[config.mk]
export PLATFORM = sky130hd
export DESIGN_NAME = tone_queue_player_top_flat
export DESIGN_NICKNAME = d
export VERILOG_FILES = /design/src/sv/tqp_pkg.sv /design/src/sv/tqp_if.sv /design/src/sv/tone_queue_player_top.sv /design/src/sv/tqp_ram.sv /design/src/flat_wrapper.sv
export SDC_FILE = /design/constraint.sdc
export NUM_CORES = 1
export LEC_CHECK = 0
export BUFFER_PORTS_ARGS = -buffer_cell sky130_fd_sc_hd__buf_2
export CAP_MARGIN = 5
export CORE_AREA = 2 2 268 270
export DETAILED_ROUTE_END_ITERATION = 10
export DIE_AREA = 0 0 270 272
export RECOVER_POWER = 25
export SYNTH_ARGS = -nofsm -noshare
export SYNTH_HDL_FRONTEND = slang
export SYNTH_SLANG_ARGS = --single-unit
[constraint.sdc]
create_clock -name clk -period 6.3 [get_ports clk]
set_clock_uncertainty 0.2 [all_clocks]
set_input_delay 0.63 -clock clk [delete_from_list [all_inputs] [get_ports clk]]
set_output_delay 0.63 -clock clk [all_outputs]
set_load 0.1 [all_outputs]
[src/sv/tqp_pkg.sv]
package tqp_pkg;

	// Ring slots; the ring holds one entry fewer than this.
	localparam int QUEUE_DEPTH = 16;
	localparam int PTR_W       = $clog2(QUEUE_DEPTH);
	localparam int CNT_W       = PTR_W + 1;
	localparam int FREE_W      = 4;

	typedef logic [9:0]  elapsed_t;
	typedef logic [15:0] tone_t;
	typedef logic [14:0] dur_t;
	typedef logic [6:0]  vol_t;

	// Command codes carried on req.cmd; five to seven are spare and ignored.
	typedef enum logic [2:0] {
		CMD_TICK      = 3'd0,
		CMD_ENQUEUE   = 3'd1,
		CMD_CLEAR     = 3'd2,
		CMD_LED_START = 3'd3,
		CMD_LED_OFF   = 3'd4,
		CMD_SPARE5    = 3'd5,
		CMD_SPARE6    = 3'd6,
		CMD_SPARE7    = 3'd7
	} cmd_t;

	// Player state as reported on rsp.player_state.
	typedef enum logic [1:0] {
		PLAY_IDLE  = 2'd0,
		PLAY_TIMED = 2'd1,
		PLAY_CONT  = 2'd2
	} play_t;

	typedef struct packed {
		tone_t tone;
		dur_t  dur;
		vol_t  vol;
	} queue_entry_t;

	localparam int ENTRY_W = $bits(queue_entry_t);

endpackage

[src/sv/tqp_if.sv]
interface tqp_req_if;
	logic              valid;
	logic              ready;
	logic [2:0]        cmd;
	tqp_pkg::elapsed_t elapsed_ms;
	tqp_pkg::tone_t    tone_code;
	tqp_pkg::dur_t     len_ms;
	tqp_pkg::vol_t     vol_pct;

	modport source (output valid, cmd, elapsed_ms, tone_code, len_ms, vol_pct,
		input ready);
	modport sink (input valid, cmd, elapsed_ms, tone_code, len_ms, vol_pct,
		output ready);
endinterface

interface tqp_rsp_if;
	logic           valid;
	logic           ready;
	logic           sound_on;
	tqp_pkg::tone_t tone_out;
	tqp_pkg::vol_t  volume_out;
	logic           led_lit;
	logic [3:0]     free_entries;
	logic [1:0]     player_state;

	modport source (output valid, sound_on, tone_out, volume_out, led_lit, free_entries,
		player_state, input ready);
	modport sink (input valid, sound_on, tone_out, volume_out, led_lit, free_entries,
		player_state, output ready);
endinterface

[src/sv/tone_queue_player_top.sv]
// Tone queue player.
//
// req carries one command beat: tick (advance playback and the hit LED by
// elapsed_ms), enqueue a tone, clear the queue, start or stop the LED
// countdown. rsp returns exactly one beat per command with the player
// outputs after that command: sound drive, tone code, volume, LED level,
// free queue entries and player state.
//
// Each command has an accept cycle, which presents the read pointer to the
// queue RAM, and an execute cycle, which uses the registered read data to
// update the player and load the response register. The registered read of
// the queue RAM is why execute follows accept, and no new command is taken
// until execute is done. The response register frees req from rsp: a new
// beat is taken in the same cycle that the pending response is taken.
//
// Reset clears pointers, player, LED and response valid; queue contents are
// not cleared, since only written slots are ever read. While rsp stalls, the
// response holds and req stays not ready.
module tone_queue_player_top (
	input  logic       clk,
	input  logic       arst_n,
	tqp_req_if.sink    req,
	tqp_rsp_if.source  rsp
);

	typedef enum logic {S_IN, S_EXEC} seq_t;

	localparam tqp_pkg::vol_t VOL_MAX = 7'd100;

	function automatic logic [tqp_pkg::PTR_W-1:0] next_slot(
		input logic [tqp_pkg::PTR_W-1:0] p);
		return (p == tqp_pkg::PTR_W'(tqp_pkg::QUEUE_DEPTH - 1)) ? '0 : p + 1'b1;
	endfunction

	function automatic logic [tqp_pkg::CNT_W-1:0] queued(
		input logic [tqp_pkg::PTR_W-1:0] w,
		input logic [tqp_pkg::PTR_W-1:0] r);
		logic [tqp_pkg::CNT_W-1:0] we, re;
		we = {1'b0, w};
		re = {1'b0, r};
		return (w >= r) ? (we - re) : (we + tqp_pkg::CNT_W'(tqp_pkg::QUEUE_DEPTH) - re);
	endfunction

	seq_t seq_q;
	logic out_valid_q;

	// Command beat, captured at accept.
	tqp_pkg::cmd_t     cmd_s1;
	tqp_pkg::elapsed_t elapsed_s1;
	tqp_pkg::tone_t    tone_s1;
	tqp_pkg::dur_t     dur_s1;
	tqp_pkg::vol_t     vol_s1;

	// Player state.
	logic [tqp_pkg::PTR_W-1:0] wp_q, rp_q;
	tqp_pkg::play_t            mode_q;
	tqp_pkg::dur_t             tone_rem_q;
	tqp_pkg::tone_t            cur_tone_q;
	tqp_pkg::vol_t             cur_vol_q;
	logic                      sounding_q;
	tqp_pkg::dur_t             led_rem_q;
	logic                      led_phase_q;

	// Response register.
	logic                        sound_on_q;
	tqp_pkg::tone_t              tone_out_q;
	tqp_pkg::vol_t               volume_out_q;
	logic                        led_lit_q;
	logic [tqp_pkg::FREE_W-1:0]  free_q;
	logic [1:0]                  state_out_q;

	// Next values.
	logic [tqp_pkg::PTR_W-1:0] wp_n, rp_n;
	tqp_pkg::play_t            mode_n;
	tqp_pkg::dur_t             tone_rem_n;
	tqp_pkg::tone_t            cur_tone_n;
	tqp_pkg::vol_t             cur_vol_n;
	logic                      sounding_n;
	tqp_pkg::dur_t             led_rem_n;
	logic                      led_phase_n;

	logic                        take;
	logic                        has_entry;
	tqp_pkg::dur_t               elapsed_ext;
	tqp_pkg::dur_t               led_dec;
	logic [tqp_pkg::CNT_W-1:0]   free_full;
	logic                        ram_we;
	tqp_pkg::queue_entry_t       wr_entry;
	tqp_pkg::queue_entry_t       rd_entry;
	logic [tqp_pkg::ENTRY_W-1:0] rd_raw;
	logic                        in_fire, out_fire;

	assign in_fire  = req.valid && req.ready;
	assign out_fire = rsp.valid && rsp.ready;

	// Take a beat only when idle and the response slot is free or being freed.
	assign req.ready = (seq_q == S_IN) && (!out_valid_q || rsp.ready);

	// The read address is the read pointer; it moves only at the end of an
	// execute cycle, so the data seen in execute belongs to the current head.
	tqp_ram #(
		.WIDTH (tqp_pkg::ENTRY_W),
		.DEPTH (tqp_pkg::QUEUE_DEPTH)
	) u_queue (
		.clk   (clk),
		.we    (ram_we),
		.waddr (wp_q),
		.wdata (wr_entry),
		.raddr (rp_q),
		.rdata (rd_raw)
	);

	assign rd_entry = tqp_pkg::queue_entry_t'(rd_raw);

	assign has_entry   = (queued(wp_q, rp_q) != '0);
	assign elapsed_ext = {5'd0, elapsed_s1};
	assign led_dec     = (led_rem_q > elapsed_ext) ? (led_rem_q - elapsed_ext) : '0;

	always_comb begin
		wr_entry.tone = tone_s1;
		wr_entry.dur  = dur_s1;
		wr_entry.vol  = (vol_s1 > VOL_MAX) ? VOL_MAX : vol_s1;

		ram_we      = 1'b0;
		take        = 1'b0;
		wp_n        = wp_q;
		rp_n        = rp_q;
		mode_n      = mode_q;
		tone_rem_n  = tone_rem_q;
		cur_tone_n  = cur_tone_q;
		cur_vol_n   = cur_vol_q;
		sounding_n  = sounding_q;
		led_rem_n   = led_rem_q;
		led_phase_n = led_phase_q;

		if (seq_q == S_EXEC) begin
			case (cmd_s1)
				tqp_pkg::CMD_TICK: begin
					case (mode_q)
						tqp_pkg::PLAY_TIMED: begin
							if (tone_rem_q <= elapsed_ext) begin
								if (has_entry) begin
									take = 1'b1;
								end else begin
									// Tone ran out with nothing queued: go silent.
									sounding_n = 1'b0;
									cur_tone_n = '0;
									cur_vol_n  = '0;
									tone_rem_n = '0;
									mode_n     = tqp_pkg::PLAY_IDLE;
								end
							end else begin
								tone_rem_n = tone_rem_q - elapsed_ext;
							end
						end
						tqp_pkg::PLAY_CONT: begin
							// Keep sounding; the queued entry starts on the next tick.
							if (has_entry) begin
								mode_n = tqp_pkg::PLAY_IDLE;
							end
						end
						default: begin
							mode_n = tqp_pkg::PLAY_IDLE;
							take   = has_entry;
						end
					endcase

					if (!led_phase_q) begin
						if (led_rem_q != '0) begin
							led_phase_n = 1'b1;
							led_rem_n   = led_dec;
						end
					end else begin
						led_phase_n = 1'b0;
						led_rem_n   = led_dec;
					end
				end
				tqp_pkg::CMD_ENQUEUE: begin
					// Full ring: drop the oldest entry.
					if (next_slot(wp_q) == rp_q) begin
						rp_n = next_slot(rp_q);
					end
					ram_we = 1'b1;
					wp_n   = next_slot(wp_q);
				end
				tqp_pkg::CMD_CLEAR: begin
					rp_n = wp_q;
				end
				tqp_pkg::CMD_LED_START: begin
					led_rem_n = dur_s1;
				end
				tqp_pkg::CMD_LED_OFF: begin
					led_rem_n = '0;
				end
				default: begin
				end
			endcase

			if (take) begin
				rp_n       = next_slot(rp_q);
				cur_tone_n = rd_entry.tone;
				cur_vol_n  = rd_entry.vol;
				sounding_n = (rd_entry.tone != '0);
				if (rd_entry.dur != '0) begin
					tone_rem_n = rd_entry.dur;
					mode_n     = tqp_pkg::PLAY_TIMED;
				end else begin
					tone_rem_n = '0;
					mode_n     = tqp_pkg::PLAY_CONT;
				end
			end
		end
	end

	assign free_full = tqp_pkg::CNT_W'(tqp_pkg::QUEUE_DEPTH - 1) - queued(wp_n, rp_n);

	// Capture the command beat.
	always_ff @(posedge clk) begin
		if (in_fire) begin
			cmd_s1     <= tqp_pkg::cmd_t'(req.cmd);
			elapsed_s1 <= req.elapsed_ms;
			tone_s1    <= req.tone_code;
			dur_s1     <= req.len_ms;
			vol_s1     <= req.vol_pct;
		end
	end

	// Player state: advance at the end of each execute cycle.
	always_ff @(posedge clk or negedge arst_n) begin
		if (!arst_n) begin
			wp_q        <= '0;
			rp_q        <= '0;
			mode_q      <= tqp_pkg::PLAY_IDLE;
			tone_rem_q  <= '0;
			cur_tone_q  <= '0;
			cur_vol_q   <= '0;
			sounding_q  <= 1'b0;
			led_rem_q   <= '0;
			led_phase_q <= 1'b0;
		end else begin
			wp_q        <= wp_n;
			rp_q        <= rp_n;
			mode_q      <= mode_n;
			tone_rem_q  <= tone_rem_n;
			cur_tone_q  <= cur_tone_n;
			cur_vol_q   <= cur_vol_n;
			sounding_q  <= sounding_n;
			led_rem_q   <= led_rem_n;
			led_phase_q <= led_phase_n;
		end
	end

	// Sequencer and response register.
	always_ff @(posedge clk or negedge arst_n) begin
		if (!arst_n) begin
			seq_q        <= S_IN;
			out_valid_q  <= 1'b0;
			sound_on_q   <= 1'b0;
			tone_out_q   <= '0;
			volume_out_q <= '0;
			led_lit_q    <= 1'b0;
			free_q       <= '0;
			state_out_q  <= '0;
		end else begin
			case (seq_q)
				S_IN: begin
					if (out_fire) begin
						out_valid_q <= 1'b0;
					end
					if (in_fire) begin
						seq_q <= S_EXEC;
					end
				end
				S_EXEC: begin
					seq_q        <= S_IN;
					out_valid_q  <= 1'b1;
					sound_on_q   <= sounding_n;
					tone_out_q   <= sounding_n ? cur_tone_n : '0;
					volume_out_q <= sounding_n ? cur_vol_n : '0;
					led_lit_q    <= led_phase_n;
					free_q       <= tqp_pkg::FREE_W'(free_full);
					state_out_q  <= mode_n;
				end
				default: begin
					seq_q <= S_IN;
				end
			endcase
		end
	end

	assign rsp.valid        = out_valid_q;
	assign rsp.sound_on     = sound_on_q;
	assign rsp.tone_out     = tone_out_q;
	assign rsp.volume_out   = volume_out_q;
	assign rsp.led_lit      = led_lit_q;
	assign rsp.free_entries = free_q;
	assign rsp.player_state = state_out_q;

	// An accepted beat is executed in the next cycle.
	a_accept_exec: assert property (@(posedge clk) disable iff (!arst_n)
		in_fire |=> (seq_q == S_EXEC))
		else $error("accepted beat not executed");

	// Every execute cycle leaves a response pending.
	a_exec_resp: assert property (@(posedge clk) disable iff (!arst_n)
		(seq_q == S_EXEC) |=> out_valid_q)
		else $error("execute cycle produced no response");

	// Only a timed tone carries a countdown.
	a_rem_untimed: assert property (@(posedge clk) disable iff (!arst_n)
		(mode_q != tqp_pkg::PLAY_TIMED) |-> (tone_rem_q == '0))
		else $error("countdown left outside timed mode");

	// A timed tone never sits at zero remaining.
	a_rem_timed: assert property (@(posedge clk) disable iff (!arst_n)
		(mode_q == tqp_pkg::PLAY_TIMED) |-> (tone_rem_q != '0))
		else $error("timed mode with expired countdown");

endmodule

[src/sv/tqp_ram.sv]
module tqp_ram #(
	parameter int WIDTH = 8,
	parameter int DEPTH = 16
) (
	input  logic                     clk,
	input  logic                     we,
	input  logic [$clog2(DEPTH)-1:0] waddr,
	input  logic [WIDTH-1:0]         wdata,
	input  logic [$clog2(DEPTH)-1:0] raddr,
	output logic [WIDTH-1:0]         rdata
);

	logic [WIDTH-1:0] mem [DEPTH];

	always_ff @(posedge clk) begin
		if (we) begin
			mem[waddr] <= wdata;
		end
		rdata <= mem[raddr];
	end

endmodule
[src/flat_wrapper.sv]
// flat-port wrapper written by rule: the top's interface ports become plain ports
module tone_queue_player_top_flat 
  (clk, arst_n, req_valid, req_cmd, req_elapsed_ms, req_tone_code, req_len_ms, req_vol_pct, req_ready, rsp_valid, rsp_sound_on, rsp_tone_out, rsp_volume_out, rsp_led_lit, rsp_free_entries, rsp_player_state, rsp_ready);
  tqp_req_if req_i ();
  tqp_rsp_if rsp_i ();
  input  logic clk;
  input  logic arst_n;
  input wire logic [$bits(req_i.valid)-1:0] req_valid;
  input wire logic [$bits(req_i.cmd)-1:0] req_cmd;
  input wire logic [$bits(req_i.elapsed_ms)-1:0] req_elapsed_ms;
  input wire logic [$bits(req_i.tone_code)-1:0] req_tone_code;
  input wire logic [$bits(req_i.len_ms)-1:0] req_len_ms;
  input wire logic [$bits(req_i.vol_pct)-1:0] req_vol_pct;
  output wire logic [$bits(req_i.ready)-1:0] req_ready;
  output wire logic [$bits(rsp_i.valid)-1:0] rsp_valid;
  output wire logic [$bits(rsp_i.sound_on)-1:0] rsp_sound_on;
  output wire logic [$bits(rsp_i.tone_out)-1:0] rsp_tone_out;
  output wire logic [$bits(rsp_i.volume_out)-1:0] rsp_volume_out;
  output wire logic [$bits(rsp_i.led_lit)-1:0] rsp_led_lit;
  output wire logic [$bits(rsp_i.free_entries)-1:0] rsp_free_entries;
  output wire logic [$bits(rsp_i.player_state)-1:0] rsp_player_state;
  input wire logic [$bits(rsp_i.ready)-1:0] rsp_ready;
  assign req_i.valid = req_valid;
  assign req_i.cmd = req_cmd;
  assign req_i.elapsed_ms = req_elapsed_ms;
  assign req_i.tone_code = req_tone_code;
  assign req_i.len_ms = req_len_ms;
  assign req_i.vol_pct = req_vol_pct;
  assign req_ready = req_i.ready;
  assign rsp_valid = rsp_i.valid;
  assign rsp_sound_on = rsp_i.sound_on;
  assign rsp_tone_out = rsp_i.tone_out;
  assign rsp_volume_out = rsp_i.volume_out;
  assign rsp_led_lit = rsp_i.led_lit;
  assign rsp_free_entries = rsp_i.free_entries;
  assign rsp_player_state = rsp_i.player_state;
  assign rsp_i.ready = rsp_ready;
  tone_queue_player_top u_core (.clk(clk), .arst_n(arst_n), .req(req_i), .rsp(rsp_i));
endmodule
==> results of run 1 <==
repair_timing:
item | CTS | global route
endpoints found under the hold margin | 86 | 0
endpoints found under the setup margin | 0 | 0
hold buffers | 52 | 0
per-stage QoR:
| stage | instances | util | worst slack (ps) | instance area, um2 | hold slack [ps] |
|---|---|---|---|---|---|
| 2_1_floorplan | 1841 | - | 1750 | 31500 | 134 |
| 6_report | 3022 | 0.516 | 1220 | 36500 | 101 |
| 4_1_cts | 3021 | 0.517 | 1230 | 36600 | 6.97 |
| 5_1_grt | 3021 | 0.516 | 853 | 36500 | 77.6 |
| 3_3_place_gp | 2814 | 0.468 | 1330 | 33100 | 259 |
| 3_5_place_dp | 2814 | 0.468 | 1250 | 33100 | 264 |
final timing paths:
check	from	to	slack, ps	cells after the start
hold reg to reg	u_core.rsp.sound_on	u_core.rsp.sound_on	270	1
max in group asynchronous	arst_n	asynchronous set/reset pin	3110	3
setup / recovery	register	u_core.rsp.free_entries[3]	1220	17
setup reg to reg	register	u_core.rsp.free_entries[3]	1220	17
min in group asynchronous	arst_n	u_core.tone_rem_q[0]	980	2
hold / removal	req_tone_code[7]	u_core.tone_s1[7]	100	1
power breakdown:
part           switching [mW]  internal [mW]
registers               0.547           6.17
logic                    2.82           1.70
clock network            2.02           3.07
registers in the layout (all words and copies together) (netlist names), 7 cells and up, named ones only:
| register | cells |
|---|---|
| u_core.cur_vol_q | 7 |
| u_core.rsp.volume_out | 7 |
| u_core.elapsed_s1 | 10 |
| u_core.cur_tone_q | 16 |
| u_core.u_queue.rdata | 38 |
| u_core.led_rem_q | 15 |
| u_core.vol_s1 | 7 |
| u_core.tone_rem_q | 15 |
| u_core.tone_s1 | 16 |
| u_core.rsp.tone_out | 16 |
| u_core.u_queue.mem | 608 |
| u_core.dur_s1 | 15 |
synth_stat cells (all sizes together) (17+ instances only):
| library cell | n | area (um2) |
|---|---|---|
| a21o | 17 | 128 |
| a21oi | 44 | 220 |
| a221oi | 87 | 762 |
| a22o | 34 | 298 |
| a22oi | 56 | 420 |
| buf | 26 | 125 |
| clkbuf | 75 | 282 |
| dfrtp | 98 | 2450 |
| dfxtp | 38 | 761 |
| edfxtp | 659 | 19800 |
| ha | 34 | 425 |
| inv | 34 | 128 |
| mux2i | 153 | 1530 |
| mux4 | 76 | 1710 |
| nand2 | 60 | 225 |
| nor2 | 64 | 243 |
| o21ai | 69 | 345 |
worst reg2reg max path: cells and delay by family (launching register included):
| family | cells | cell delay, ps |
|---|---|---|
| DFF | 1 | 860 |
| and+or+nand+nor | 4 | 1540 |
| adders and majority gates | 2 | 580 |
| xor gates and xnor gates | 1 | 140 |
| buffers and inverters | 2 | 320 |
| AOI/OAI and AO/OA | 8 | 1350 |
cells in the final DEF, fill, tap and decap left out, types with 7 or more instances in the layout:
cell             n
a21o_1          17
a21oi_1         44
a221oi_1        87
a22o_1          34
a22oi_1         56
a31oi_1          7
and2_1           7
and3_1          13
buf_2           76
buf_4           35
bufinv_16        8
clkbuf_1        30
clkbuf_16       86
clkbuf_8        19
clkinv_2        12
dfrtp_1         95
dfxtp_1         38
dlygate4sd3_1   52
edfxtp_1       659
ha_1            34
inv_1           33
mux2i_1        153
mux4_2          76
nand2_1         60
nand3_1         15
nor2_1          49
nor2_4          14
nor3_1          11
nor4_1          13
o211ai_1         9
o21a_1           8
o21ai_0         66
o2bb2ai_1       15
o31ai_1         11
xnor2_1         11
xor2_1           9
metal layers:
layer | part of all wire | global-route usage
met5 | 0 | 0
met4 | 0.018 | 0.0558
met3 | 0.062 | 0.0289
met2 | 0.46 | 0.326
met1 | 0.46 | 0.309
cell type report:
type | instances | area (um2) | share of cell area
Sequential cell | 795 | 23000 | 0.630
Multi-Input combinational cell | 910 | 8070 | 0.221
Clock buffer | 124 | 2480 | 0.0680
Timing Repair Buffer | 176 | 1240 | 0.0341
Tap cell | 950 | 1190 | 0.0325
Clock inverter | 31 | 400 | 0.0110
Inverter | 35 | 131 | 0.00360
Antenna cell | 1 | 2.50 | 0.0000685
logic make-up after synthesis:
kind of cell,after synthesis,share of synthesized area
AOI/OAI and AO/OA,391,0.0913
xor gates and xnor gates,20,0.00556
adders and majority gates,38,0.0161
buffers and inverters,136,0.0171
DFF,795,0.731
muxes,231,0.104
and+or+nand+nor,230,0.0357
==> flow_summary_export.csv, run 1 <==
group,metric,value,unit
logic_synthesis,syn_area,31500,um2
logic_synthesis,ys.flop_type,"edfxtp_1",
die,start_util,0.445,
clocking,postCtsSetupBuffers,0,
setup_path,worstPathRequired,6630,ps
grt,grt.overflow.total,0,
grt,grt_max_degree,135,
timing,rsz0062_at_grt,"no",
timing,slew_headroom,-0.427,
routing,viasPerCell,5.84,
die,die-area,73400,um2
finish,drive_gt1_frac,0.174,
clocking,htreeDepth,3,
logic_synthesis,ys_seq_area_frac,0.731,
logic_synthesis,postSynthAreaPerCell,17.1,um2
logic_synthesis,synthArstFlopShare,0.123,
power_and_ir_drop,peakVddDrop,415,uV
grt,antenna_found_initial,3,
min_path,hp-class,"input port to register",
finish,nNetsFinal,2094,
routing,routed_wl,77.1,mm
setup_path,end_kind,"register",
clocking,cts-buffers-inserted,83,
routing,ant_nets,0,
run_status,status,"finished with violations",
clocking,cts_resized,0,
placed_design,place_congestion,0.883,
die,ios,88,
setup_path,crit_path_max_fanout,36,
die,dieHeight,272,um
power_and_ir_drop,p_leak,13.2,nW
setup_path,crit_arrival,5420,ps
routing,drc_errors,0,
run_status,failed_checks,"max-capacitance violations, max-slew violations",
flow_run,cap_violations,1,
die,core_region_area,70800,um2
timing,period_minus_slack,5080,ps
power_and_ir_drop,total_power,16.3,mW
finish,fillers,5799,
setup_path,cp_slowest_cell,"nor2_2",
grt,grt_pass1_wl,114,mm
routing,drtIter0Drc,1709,
timing,tns,0,ps
timing,worst_slew_pin_slew,2140,ps
finish,syn2layout_area_growth,16.0,%
timing,final_max_slew_viol_count,37,
logic_synthesis,synth_cell_type_count,70,
setup_path,crit_type,"register to register",
setup_path,cp_top_family,"simple AND/OR/NAND/NOR gates",
routing,wl_per_cell,25.5,um
die,die_w,270,um
logic_synthesis,ys_ff_latch,795,
setup_path,crit_buf_inv,2,
die,rows,98,
placed_design,port_buffers,87,
logic_synthesis,syn-num-nets,1934,
logic_synthesis,syn_inst,1841,
timing,finalSetupViolCount,0,
grt,grt_pass1_vias,17391,
setup_path,cpPeakStageDelay,870,ps
timing,max_freq,197,MHz
clocking,cts_tree,"yes",
setup_path,startpoint_type,"register",
clocking,cts.sinks,795,
clocking,cts-root-buf,"clkbuf_16",
power_and_ir_drop,pwr_density_cell,447,nW/um2
timing,hold_viol_final,0,
routing,drt_pass1_iterations,7,
logic_synthesis,yosysWarningCount,0,
routing,vias,17660,
timing,layout_worst_path_cycle_share,0.807,
logic_synthesis,synth-edff-count,659,
setup_path,crit_chain,"inv_1, ha_1, nor2b_1, o21a_1, o211ai_1, nand3_1, nor2_2, a2bb2oi_1, a21oi_1, ha_1, inv_1, a21o_1, a21oi_1, xnor2_1, or2_2, a221o_1, o221ai_1",
placed_design,dp_hpwl,42.9,mm
clocking,clk_path_buf_depth,3,
grt,grtUsageTotal,0.209,
clocking,clk_latency,630,ps
clocking,path_clk_slew,60,ps
(Power assumes the default switching activity.)
==> run 2, diff against run 1 <==
clock period = 5 ns   (was 6.3 ns; I/O delays follow)
==> flow_summary_export.csv, run 2 (same netlist as run 1, synthesis figures left out) <==
group,metric,value,unit
run_status,status,"finished with violations",
run_status,failed_checks,"max-capacitance violations, max-slew violations",
grt,grt_pass1_wl,114,mm
clocking,path_clk_slew,60,ps
placed_design,place_congestion,0.829,
routing,viasPerCell,5.82,
die,ios,88,
routing,top_layer,"met4",
min_path,hold_end,"u_core.rsp.tone_out[2]",
timing,layout_worst_path_cycle_share,0.921,
setup_path,r2r_end,"u_core.rsp.free_entries[3]",
die,rows,98,
routing,wl_met3,5.45,mm
grt,grt_max_degree,138,
routing,drc_errors,0,
die,die_w,270,um
power_and_ir_drop,pwr_density_cell,561,nW/um2
clocking,clk_latency,630,ps
timing,tns,0,ps
die,dieHeight,272,um
clocking,cts.sinks,795,
routing,wl_met2,35.4,mm
finish,fillers,5753,
grt,antenna_found_initial,3,
finish,layoutNonFillerInstCount,3027,
die,core_region_area,70800,um2
min_path,min-delay-start,"u_core.rsp.tone_out[2]",
timing,period_minus_slack,4600,ps
min_path,hold_path_depth,1,
timing,rsz0062_at_grt,"no",
setup_path,reg2reg_from,"u_core.wp_q[0]",
timing,final_max_slew_viol_count,50,
finish,final_common_cell,"edfxtp_1",
timing,slew_headroom,-1.07,
setup_path,startpoint_type,"register",
timing,hold_slack,284,ps
flow_run,cap_violations,1,
routing,drt_pass1_iterations,6,
routing,drtIter0Drc,1663,
finish,drive_gt1_frac,0.168,
min_path,hp-class,"register to register",
routing,routed_wl,76.8,mm
routing,wl_met1,34.7,mm
die,die-area,73400,um2
clocking,cts_tree,"yes",
grt,grt_pass1_vias,17431,
timing,max_freq,217,MHz
setup_path,end_kind,"register",
finish,nNetsFinal,2101,
setup_path,worstPathRequired,5340,ps
clocking,postCtsSetupBuffers,0,
routing,ant_nets,0,
placed_design,dp_hpwl,42.4,mm
routing,wl_per_cell,25.4,um
timing,worst_slew_pin_slew,3100,ps
routing,vias,17606,
finish,syn2layout_area_growth,16.1,%
clocking,clk_path_buf_depth,3,
setup_path,crit_arrival,4950,ps
placed_design,place_inst,2819,
die,start_util,0.445,
finish,largest_reg_flops,608,
timing,hold_viol_final,0,
finish,top_register,"u_core.u_queue.mem",
setup_path,reg2reg_setup_slack,400,ps
power_and_ir_drop,p_leak,13.2,nW
finish,final_cell_mix,"edfxtp_1, mux2i_1, dfrtp_1",
clocking,htreeDepth,3,
placed_design,port_buffers,87,
timing,finalSetupViolCount,0,
setup_path,crit_path_max_fanout,25,
setup_path,ff2ff_path_depth,18,
setup_path,crit_type,"register to register",
grt,grt.overflow.total,0,
clocking,cts-buffers-inserted,83,
finish,reg_top3,"u_core.u_queue.mem x608, u_core.u_queue.rdata x38",
clocking,cts-root-buf,"clkbuf_16",
power_and_ir_drop,peakVddDrop,513,uV
grt,grtUsageTotal,0.209,
[run 2: what timing repair did]
action,in CTS,in global routing
hold buffers,54,0
gates resized for setup,0,1
hold endpoints to repair,101,0
endpoints found under the setup margin,0,1
[run 2: how the worst max path moves through the flow]
stage | startpoint | end | cells past startpoint
2_1_floorplan | u_core.cmd_s1[2] | u_core.u_queue.mem[3][0] | 5
3_3_place_gp | u_core.wp_q[0] | u_core.rsp.free_entries[3] | 18
3_5_place_dp | u_core.wp_q[0] | u_core.rsp.free_entries[3] | 18
4_1_cts | u_core.wp_q[0] | u_core.rsp.free_entries[3] | 18
5_1_grt | u_core.wp_q[0] | u_core.rsp.free_entries[3] | 18
6_report | u_core.wp_q[0] | u_core.rsp.free_entries[3] | 18
[run 2: where the power goes]
group	leakage [nW]	switching (mW)	internal (mW)
registers	7.48	0.606	7.78
logic	4.31	3.67	2.16
clock network	1.37	2.54	3.75
[run 2: stage by stage]
step / power, mW / area, um2 / setup WS, ps / utilization
4_1_cts: 20.6 / 36600 / 160 / 0.517
6_report: 20.5 / 36600 / 396 / 0.517
2_1_floorplan: 12.6 / 31500 / 449 / -
3_3_place_gp: 14.2 / 33200 / 313 / 0.470
5_1_grt: 21.4 / 36600 / 61.0 / 0.517
3_5_place_dp: 14.3 / 33200 / 171 / 0.470
[run 2: per-layer routing]
layer  vias to the layer above  global-route usage
met5                         -                   0
met4                         0              0.0528
met3                        93              0.0387
met2                       611               0.321
met1                      9112               0.309
li1                       7790                   -
[run 2: area by class of cell]
type	instances	area (um2)	share of cell area
clock inverter	41	499	0.0137
clock buffer	112	2290	0.0626
antenna	1	2.50	0.0000684
inverter	35	131	0.00359
sequential	795	23000	0.629
multi-input combinational	910	8080	0.221
tap	950	1190	0.0325
timing repair buffer	183	1360	0.0372
[run 2: critical path, stage by stage, from the launching register on]
cell       delay (ps)
dfrtp_1           470
inv_1             160
ha_1              260
fa_1              390
xor2_1            180
nand3_1           110
or4_1             530
nand3_1           290
nor2_4            200
a2bb2oi_1         180
a21oi_1           210
ha_1              230
inv_1              50
a21o_1            170
a21oi_1           160
xnor2_1           110
or2_2             290
a221o_1           260
o221ai_1           70
